`src/sv/psca_pkg.sv`:
```
package psca_pkg;

    // table geometry
    localparam int CELL_COUNT = 64;
    localparam int OWNER_BITS = 8;

    // field widths fixed by the interface
    localparam int SIZE_W  = 7;
    localparam int OWNER_W = 8;
    localparam int FIRST_W = 6;

    // derived widths
    localparam int IDX_W = $clog2(CELL_COUNT);
    localparam int CNT_W = $clog2(CELL_COUNT + 1);
    localparam int CMP_W = (CNT_W > SIZE_W) ? CNT_W : SIZE_W;

    typedef enum logic
    {
        OP_ALLOC   = 1'b0,
        OP_RELEASE = 1'b1
    } op_t;

    typedef enum logic
    {
        MODE_PAGED   = 1'b0,
        MODE_SCATTER = 1'b1
    } mode_t;

    typedef enum logic [1:0]
    {
        STAT_GRANTED  = 2'd0,
        STAT_BLOCKED  = 2'd1,
        STAT_RELEASED = 2'd2
    } status_t;

    // sweep packet handed from cell to cell
    typedef struct packed
    {
        logic                  valid;
        logic                  wr_phase;
        op_t                   op;
        mode_t                 mode;
        logic [OWNER_BITS-1:0] owner;
        logic [CMP_W-1:0]      size;
        logic [CMP_W-1:0]      span;
        logic [CMP_W-1:0]      run;
        logic [CMP_W-1:0]      first;
        logic                  found;
        logic                  seen;
    } cell_pkt_t;

endpackage

```
`src/sv/psca_cell.sv`:
```
module psca_cell
    import psca_pkg::*;
(
    input  logic             clk,
    input  logic             rst_n,
    input  logic [IDX_W-1:0] cell_idx,
    input  cell_pkt_t        pkt_in,
    output cell_pkt_t        pkt_out
);

    logic                  used_reg;
    logic                  used_next;
    logic [OWNER_BITS-1:0] owner_reg;
    logic [OWNER_BITS-1:0] owner_next;
    cell_pkt_t             pkt_reg;
    cell_pkt_t             pkt_next;

    // per-cell step of the sweep
    always_comb
    begin
        logic [CMP_W-1:0] idx_ext;
        logic [CMP_W-1:0] run_inc;
        logic             in_range;
        logic             take;

        idx_ext    = CMP_W'(cell_idx);
        run_inc    = pkt_in.run + CMP_W'(1);
        in_range   = pkt_in.valid && (idx_ext < pkt_in.span);
        take       = 1'b0;
        used_next  = used_reg;
        owner_next = owner_reg;
        pkt_next   = pkt_in;

        if (in_range)
        begin
            if (pkt_in.op == OP_RELEASE)
            begin
                // free every cell of this owner within the covered range
                if (used_reg && (owner_reg == pkt_in.owner))
                begin
                    used_next = 1'b0;
                end
            end
            else if (pkt_in.wr_phase)
            begin
                // claim pass
                if (pkt_in.mode == MODE_SCATTER)
                begin
                    take = !used_reg;
                end
                else
                begin
                    take = (idx_ext >= pkt_in.first);
                end
                if (take && (pkt_in.run < pkt_in.size))
                begin
                    used_next    = 1'b1;
                    owner_next   = pkt_in.owner;
                    pkt_next.run = run_inc;
                end
            end
            else if (!pkt_in.found)
            begin
                // search pass
                if (pkt_in.mode == MODE_SCATTER)
                begin
                    if (!used_reg)
                    begin
                        if (!pkt_in.seen)
                        begin
                            pkt_next.first = idx_ext;
                            pkt_next.seen  = 1'b1;
                        end
                        pkt_next.run = run_inc;
                        if (run_inc == pkt_in.size)
                        begin
                            pkt_next.found = 1'b1;
                        end
                    end
                end
                else
                begin
                    if (!used_reg)
                    begin
                        pkt_next.run = run_inc;
                        if (run_inc == pkt_in.size)
                        begin
                            pkt_next.found = 1'b1;
                        end
                    end
                    else
                    begin
                        pkt_next.first = idx_ext + CMP_W'(1);
                        pkt_next.run   = '0;
                    end
                end
            end
        end
    end

    // cell state and packet register, only cell state and the packet's valid bit are reset
    always_ff @(posedge clk or negedge rst_n)
    begin
        if (!rst_n)
        begin
            used_reg      <= 1'b0;
            pkt_reg.valid <= 1'b0;
        end
        else
        begin
            used_reg <= used_next;
            pkt_reg  <= pkt_next;
        end
    end

    // owner needs no reset
    always_ff @(posedge clk)
    begin
        owner_reg <= owner_next;
    end

    assign pkt_out = pkt_reg;

endmodule

```
`config.mk`:
```
export PLATFORM = sky130hd
export DESIGN_NAME = psca_cell
export DESIGN_NICKNAME = d
export VERILOG_FILES = /design/src/sv/psca_pkg.sv /design/src/sv/psca_cell.sv
export SDC_FILE = /design/constraint.sdc
export NUM_CORES = 1
export LEC_CHECK = 0
export ABC_AREA = 1
export BUFFER_PORTS_ARGS = -buffer_cell sky130_fd_sc_hd__buf_2
export CORE_MARGIN = 3
export CORE_UTILIZATION = 49
export DETAILED_ROUTE_END_ITERATION = 6
export GPL_ROUTABILITY_DRIVEN = 0
export GPL_TIMING_DRIVEN = 0
export PLACE_DENSITY = 0.82
export SLEW_MARGIN = 15
export SYNTH_ARGS = -nofsm -noshare
export SYNTH_HDL_FRONTEND = slang
export SYNTH_SLANG_ARGS = --single-unit
```
`constraint.sdc`:
```
create_clock -name clk -period 4.8 [get_ports clk]
set_input_delay 0 -clock clk [delete_from_list [all_inputs] [get_ports clk]]
set_output_delay 0 -clock clk [all_outputs]
set_load 0.01 [all_outputs]
```
* After elaboration in Yosys (flattened, before gate mapping)
Index checks and enable logic that the tools add are counted.
** Storage, ports and cells
- Flip-flop bits (word level) :: 51
- Latch bits :: 0
- Memory bits (writable) :: 0
- Bits in read-only memories :: 0
- Bits of input ports :: 50
- Output and inout port bits :: 42
- Logic and storage cells :: 52
- Memories :: 0
** Cells by class
- $add $sub $neg :: 2
- Multiply operators :: 0
- Div/mod/pow operators :: 0
- $lt $le $gt $ge :: 3
- Equality and inequality tests :: 3
- Shift operators :: 0
- Mux-type cells :: 22
- Bitwise gates (word level) :: 1
- Reduce and logical (&&, ||, !) cells :: 8
** Operator list (number)
- $mux W16 :: 4
- $mux W7 :: 5
- $mux W15 :: 1
- $mux W1 :: 11
- $mux W9 :: 1
- $eq A8 B8 Y1 :: 1
- $reduce_and A4 Y1 :: 2
- $add A6 B1 Y7 const B :: 1
- $add A7 B1 Y7 const B :: 1
- $eq A7 B7 Y1 :: 1
- $ge A6 B7 Y1 :: 1
- $lt A6 B7 Y1 :: 1
- $lt A7 B7 Y1 :: 1
- $reduce_bool A2 Y1 :: 2
- $logic_and A1 B1 Y1 :: 3
- $ne A2 B1 Y1 const B :: 1
- $logic_not A1 Y1 :: 1
- $not A1 Y1 :: 1

* Depth between registers and ports, before layout
Gate-level depths: netlist of the first run.
- Depth in word-level cells :: 10
- Mapped depth :: 14
- Gate-level depth less buffers :: 14

* Least setup slack after synthesis of the first run
OpenSTA, ideal clock, no wires.
- Path kind :: register -> register
- Start :: register used_reg
- End :: register pkt_reg, in the netlist pkt_out[9] (data pin)
- Library setup time :: 0.253 ns
- Arrival :: 1.359 ns
- Required time :: 4.547 ns
- Setup slack :: 3.188 ns
- Stages on the path, launching flop included :: 12
- Path buffers :: 0
- Period minus slack after synthesis :: 1.612 ns
- Cells stage by stage :: dfrtp_1 -> clkinv_1 -> ha_1 -> nand2_1 -> o211ai_1 -> o31ai_1 -> inv_1 -> nand2_1 -> nand2_1 -> nand2_1 -> o21ai_1 -> inv_1
** RTL lines
- from (decl) :: line psca_cell.sv:11 : logic used_reg;
- from (signal assigned) :: line psca_cell.sv:111 : used_reg <= used_next;
- to (signal assigned) :: line psca_cell.sv:112 : pkt_reg <= pkt_next;
- to (decl) :: line psca_cell.sv:15 : cell_pkt_t pkt_reg;

* Worst setup path after layout of the first run
- Start :: input port pkt_in[29] in the netlist's numbering
- End :: register owner_reg[7], enable pin
** On the way
- Cells in the longest elaborated chain, start to end :: 3
** Ends and longest elaborated chain
- from (decl) :: line psca_cell.sv:7 : input cell_pkt_t pkt_in,
- $lt A7 B7 Y1 :: line psca_cell.sv:55 : if (take && (pkt_in.run < pkt_in.size))
- $logic_and A1 B1 Y1 :: line psca_cell.sv:55
- $reduce_and A4 Y1 (no source line)
- to (signal assigned) :: line psca_cell.sv:119 : owner_reg <= owner_next;
- to (decl) :: line psca_cell.sv:13 : logic [OWNER_BITS-1:0] owner_reg;
No other way between the ends.
A chain may end at the register's enable or synchronous reset.

==> impl_metrics.tcl, run 1 <==
set metrics [dict create \
    yosysSeqAreaShare 0.482 \
    maxSlewViolCount 0 \
    timing.fmax_ghz 0.474 \
    die_area_um2 7440 \
    setup_violations 0 \
    cts_buffers 5 \
    grt-ovfl-total 0 \
    first_pass_iters 5 \
    wl_um 7990 \
    post-route-min-period_ps 2110 \
    hp-class "in -> reg" \
    cap_violations 0 \
    status "finished clean" \
    netlist_instances 366 \
    viasPerCell 5.22 \
    syn_to_final_growth_pct 29.9 \
    antenna_found_initial 0 \
    power.density_nw_per_um2 246 \
    slew_headroom 0.356 \
    htree_num_levels 2 \
    synth_cell_types 36 \
    synth-async-reset-ratio 0.0392 \
    dp_hpwl_um 5790 \
    ys_ff_latch 51 \
    first_iter_violations 192 \
    port_buffers 91 \
    rsz0062_at_grt "false" \
    drive_above_1_share 0.248 \
    post-route-period-util 0.440 \
    critPathMaxFanout 8 \
    grt_pass1_wl_um 13100 \
    die_w_um 86.3 \
    synth_nets 437 \
    pre_cts_ws_ps 2900 \
    tightest_slew_ps 967 \
    netlist_area_um2 3160 \
    cts_tree "done" \
    start_util 0.518 \
    hold_viol 0 \
    fillers 501 \
    drtAntennaViolNets 0 \
    start_kind "input port" \
    core-area_um2 6100 \
    clk_latency_ps 310 \
    cts_root_buf "clkbuf_8" \
    grt_usage 0.221 \
    ir_worst_vdd_mv 0.188 \
    syn_avg_cell_area_um2 8.63 \
    required_ps 4800 \
    synthFlopType "edfxtp_1" \
    critPathKind "in -> reg" \
    num_vias 2980 \
    end_kind "flop" \
    finalSetupTns_ps 0 \
    grt_max_degree 44 \
    cts_setup_buffers 0 \
    clkTransAtPathRegs_ps 100 \
    grt_pass1_vias 2877 \
    fin_skew_ps 8.48 \
    worst_slack_ps 2690 \
    cts.sinks 51 \
    routedWlPerCell_um 14.0 \
    ios 92 \
    cp.arrival_ps 2110 \
    nNetsFinal 565 \
    largest_register_ffs 42 \
    p_leak_nw 2.02 \
    clk_path_buf_depth 2 \
    synth_edf_count 49 \
    dieHeight_um 86.3 \
    rows 28 \
    synth_warnings 0 \
    drc 0 \
]
==> critical path, cell delays in order <==
cell and delay [ps]:
dlygate4sd3_1 550, buf_2 130, inv_1 60, ha_1 290, nand2_1 60, nand2_1 40, nor2_1 90, nand2_1 80
nor2_2 170, nand2_2 110, nor2_4 160, nand2_1 90, inv_1 270
==> per-stage QoR <==
step	cell area, um^2	cells	power [mW]	utilization	hold WS, ps
after floorplan	3160	366	0.652	-	-296
after global placement	3710	532	0.733	0.608	158
after detailed placement	3710	532	0.742	0.608	168
after CTS	4100	570	1.01	0.672	19.8
after global routing	4100	570	1.07	0.672	46.5
final	4100	571	1.01	0.673	19.0
==> routing by layer <==
metal | wire, um | share of wire | track usage | vias up
met5 | 0 | 0 | 0 | -
met4 | 163 | 0.020 | 0.0765 | 0
met3 | 505 | 0.063 | 0.0352 | 17
met2 | 3950 | 0.49 | 0.380 | 128
met1 | 3370 | 0.42 | 0.283 | 1362
li1 | - | - | - | 1473
==> what timing repair did <==
| item | 4_1_cts | 5_1_grt |
|---|---|---|
| resized for setup | 0 | 0 |
| endpoints found under the setup margin | 0 | 0 |
| endpoints found under the hold margin | 39 | 0 |
| hold buffers | 30 | 0 |
==> synthesized netlist by cell type, types with 2 or more instances <==
cell / n / share of area
nand3_1: 20 / 0.032
nor2_1: 29 / 0.034
clkinv_1: 2 / 0.0024
inv_1: 57 / 0.068
nand2_1: 104 / 0.12
o21ai_0: 16 / 0.025
dfrtp_1: 2 / 0.016
ha_1: 21 / 0.083
nand4_1: 4 / 0.0079
nor2_4: 2 / 0.0071
nand2_2: 3 / 0.0059
o21ai_2: 4 / 0.011
nor3_1: 4 / 0.0063
nor2_2: 3 / 0.0059
o211ai_1: 2 / 0.0048
buf_2: 2 / 0.0032
a21oi_2: 3 / 0.0083
a31oi_1: 2 / 0.0040
a21oi_1: 16 / 0.025
xnor2_1: 2 / 0.0055
edfxtp_1: 49 / 0.47
xor2_1: 3 / 0.0083
o22ai_1: 3 / 0.0059
==> path summary, 6_finish.rpt <==
check / startpoint / to / slack (ps) / depth (start not counted)
min reg2reg: owner_reg[6] / used_reg / 700 / 4
max reg2reg: used_reg / pkt_out[9] / 2860 / 11
min in group asynchronous: rst_n / used_reg / 380 / 2
min: pkt_in[2] / pkt_out[2] / 20 / 3
max: pkt_in[29] / owner_reg[7] / 2690 / 13
max in group asynchronous: rst_n / pkt_out[41] / 3830 / 2
==> report_power, final <==
group | switching (mW) | internal [mW]
sequential | 0.00772 | 0.520
combinational | 0.134 | 0.0925
clock | 0.152 | 0.104
==> cell usage in the layout, fill, tap and decap left out, types with 2 or more instances in the layout <==
master         instances
nand2_1              104
buf_2                 93
inv_1                 57
edfxtp_1              49
dlygate4sd3_1         30
nor2_1                29
ha_1                  21
nand3_1               20
a21oi_1               16
o21ai_0               16
clkbuf_8               5
nor3_1                 4
nand4_1                4
o21ai_2                4
nor2_2                 3
nand2_2                3
o22ai_1                3
a21oi_2                3
xor2_1                 3
clkinv_1               2
nor2_4                 2
a31oi_1                2
o211ai_1               2
xnor2_1                2
clkinvlp_4             2
dfrtp_1                2
==> cells by family after synthesis <==
kind of cell	count (synthesis)	share of synthesized area
AOI/OAI and AO/OA	54	0.107
xor gates and xnor gates	5	0.0139
adders and majority gates	21	0.0832
buffers and inverters	63	0.0781
DFF	51	0.482
and+or+nand+nor	172	0.235
==> layout make-up <==
class / count / area [um^2] / area share
flip-flops and latches: 51 / 1520 / 0.371
plain buffers: 3 / 21.3 / 0.00519
clock inverters: 3 / 23.8 / 0.00580
inverters: 60 / 225 / 0.0549
well taps: 75 / 93.8 / 0.0229
multi-input cells: 252 / 1390 / 0.339
repair buffers: 121 / 756 / 0.184
clock buffers: 5 / 68.8 / 0.0168
diodes: 1 / 2.50 / 0.000610
Power figures use the tool's default switching activity.
==> inputs of run 2 (changes only) <==
--- a/config.mk
+++ b/config.mk
@@ -5,7 +5,7 @@
 export SDC_FILE = /design/constraint.sdc
 export NUM_CORES = 1
 export LEC_CHECK = 0
-export ABC_AREA = 1
+export ABC_AREA = 0
 export BUFFER_PORTS_ARGS = -buffer_cell sky130_fd_sc_hd__buf_2
 export CORE_MARGIN = 3
 export CORE_UTILIZATION = 49
==> constraint.sdc (replaced) <==
create_clock -name clk -period 2.05 [get_ports clk]
set_input_delay 0 -clock clk [delete_from_list [all_inputs] [get_ports clk]]
set_output_delay 0 -clock clk [all_outputs]
set_load 0.01 [all_outputs]
==> run 2 against run 1 <==
Net effect: area after synthesis down 2.7%; worst setup slack got worse by 2600 ps; via count is 6.6% lower; clock-buffer cell count unchanged; cell area decreased by 0.82%; utilization rose by 0.62 points; total power increased to 2.5 times the previous value; clock power increased by 130%; global-route usage shrank 1.0 points; critical endpoint is now pkt_out[9]; highest routed layer unchanged.
==> impl_metrics.tcl, run 2 <==
set metrics [dict create \
    setup_violations 0 \
    critPathKind "in -> reg" \
    worstHoldStart "pkt_in[0]" \
    port_buffers 90 \
    synth_adder_area_share 0.0855 \
    p_leak_nw 1.74 \
    netlist_instances 288 \
    grt-ovfl-total 0 \
    drive_above_1_share 0.283 \
    crit_path_cell_trace "dlygate4sd3_1 > buf_2 > inv_1 > ha_1 > nand2b_1 > a211oi_2 > nor2_2 > nand2_4 > mux2_2 > a221oi_2" \
    synth_edf_count 49 \
    finalSetupTns_ps 0 \
    num_vias 2784 \
    routedWlPerCell_um 15.8 \
    hold_depth 2 \
    synth_top_area_cell "edfxtp_1" \
    cap_violations 0 \
    critPathMaxFanout 8 \
    final_cells 492 \
    fin_area_um2 4070 \
    synth_nets 359 \
    dp_hpwl_um 5470 \
    post-place-cells 453 \
    diodes 0 \
    grt_pass1_wl_um 12100 \
    grt_pass1_vias 2518 \
    dpl_cell_area_um2 3620 \
    synth_warnings 0 \
    utilization 0.679 \
    die_w_um 85.2 \
    wl_um 7750 \
    timing.fmax_ghz 0.508 \
    crit_buf_inv 3 \
    htree_num_levels 2 \
    core-area_um2 5990 \
    end_kind "flop" \
    drc 0 \
    synth.most_common_cell "edfxtp_1" \
    start_util 0.513 \
    maxSlewViolCount 0 \
    reg2reg_from "used_reg" \
    crit_slowest_cell "dlygate4sd3_1" \
    clk_path_buf_depth 2 \
    hold_viol 0 \
    worst_slack_ps 82.3 \
    synthFlopType "edfxtp_1" \
    synth-async-reset-ratio 0.0392 \
    grt_max_degree 44 \
    worstRegToRegCells 6 \
    holdPathEnd "pkt_out[0]" \
    ys_ff_latch 51 \
    rows 28 \
    rsz0062_at_grt "false" \
    cpLargestDelayFamily "buffers and inverters" \
    synth_xor_area_frac 0.0627 \
    fin_skew_ps 20.2 \
    synth_top_family_by_area "compound AO/OA/AOI/OAI gates" \
    mostFrequentLayoutCell "buf_2" \
    r2r_slack_ps 110 \
    synthSimpleGateAreaFrac 0.130 \
    synthTopCellsByCount "edfxtp_1, inv_1, ha_1, nor2_1, nand3_1" \
    dieHeight_um 85.2 \
    yosysSeqAreaShare 0.495 \
    netlist_area_um2 3070 \
    largest_register_ffs 42 \
    drtAntennaViolNets 0 \
    critPathMaxStageDelay_ps 530 \
    first_pass_iters 6 \
    clkTransAtPathRegs_ps 110 \
    grt_usage 0.210 \
    viasPerCell 5.66 \
    ir_worst_vdd_mv 0.397 \
    nNetsFinal 487 \
    required_ps 2170 \
    die_area_um2 7260 \
    ios 92 \
    cp.arrival_ps 2090 \
    cts_buffers 5 \
    post-route-min-period_ps 1970 \
    cts_root_buf "clkbuf_8" \
    pre_cts_ws_ps -402 \
    status "finished clean" \
    antenna_found_initial 0 \
    power_mw 2.55 \
    holdWs_ps 13.1 \
    fillers 482 \
    tightest_slew_ps 976 \
    synthMuxAreaShare 0.0167 \
    start_kind "input port" \
    slew_headroom 0.349 \
    synthDominantCellAreaShare 0.479 \
    final_cell_mix "buf_2, edfxtp_1, dlygate4sd3_1" \
    synth_cell_types 46 \
    clk_latency_ps 310 \
    reg2reg_to "pkt_out[10]" \
    cts.sinks 51 \
    synth-compound-area-share 0.158 \
    post-route-period-util 0.960 \
    syn_avg_cell_area_um2 10.7 \
    syn_to_final_growth_pct 32.4 \
    power.density_nw_per_um2 626 \
    hp-class "in -> reg" \
    cp-startpoint "pkt_in[24]" \
    cts_tree "done" \
    ys_top_cells_by_area "edfxtp_1, ha_1, xor2_1" \
    first_iter_violations 293 \
]
run 2: cells by family after synthesis:
group | after synthesis
flip-flops | 51
AND/OR/NAND/NOR | 79
multiplexers | 5
AO/OA/AOI/OAI | 70
buffers and inverters | 40
XOR/XNOR | 22
adder cells (fa/ha/maj) | 21
run 2: area by class of cell:
cell class              count  area [um^2]  area share
plain buffers              14         62.6      0.0154
clock buffers               5         68.8      0.0169
clock inverters             3         22.5     0.00554
inverters                  26         97.6      0.0240
multi-input cells         197         1440       0.353
flip-flops and latches     51         1520       0.374
well taps                  75         93.8      0.0231
repair buffers            121          763       0.188
run 2: how the worst max path moves through the flow:
stage,to,slack [ps],cells past startpoint
6_report,pkt_out[9],80,10
5_1_grt,pkt_out[13],0.08,11
4_1_cts,pkt_out[10],20,6
3_5_place_dp,owner_reg[1],-400,8
3_3_place_gp,owner_reg[7],-310,7
2_1_floorplan,owner_reg[0],90,8
run 2: what timing repair did:
item | 4_1_cts | 5_1_grt
gates resized for setup | 3 | 8
hold endpoints to repair | 36 | 0
hold buffers | 27 | 0
setup buffers | 1 | 3
setup endpoints to repair | 13 | 18
pin swaps | 1 | 5
run 2: power breakdown:
part           internal, mW  leakage, nW  switching [mW]
logic                 0.291         1.20           0.414
registers              1.23        0.494          0.0250
clock network         0.245       0.0485           0.339
run 2: routing by layer:
metal	up-vias	track usage	routed length, um
met5	-	0	0
met1	1262	0.269	2980
met3	14	0.0398	778
met4	0	0.0475	81
met2	177	0.371	3910
li1	1331	-	-
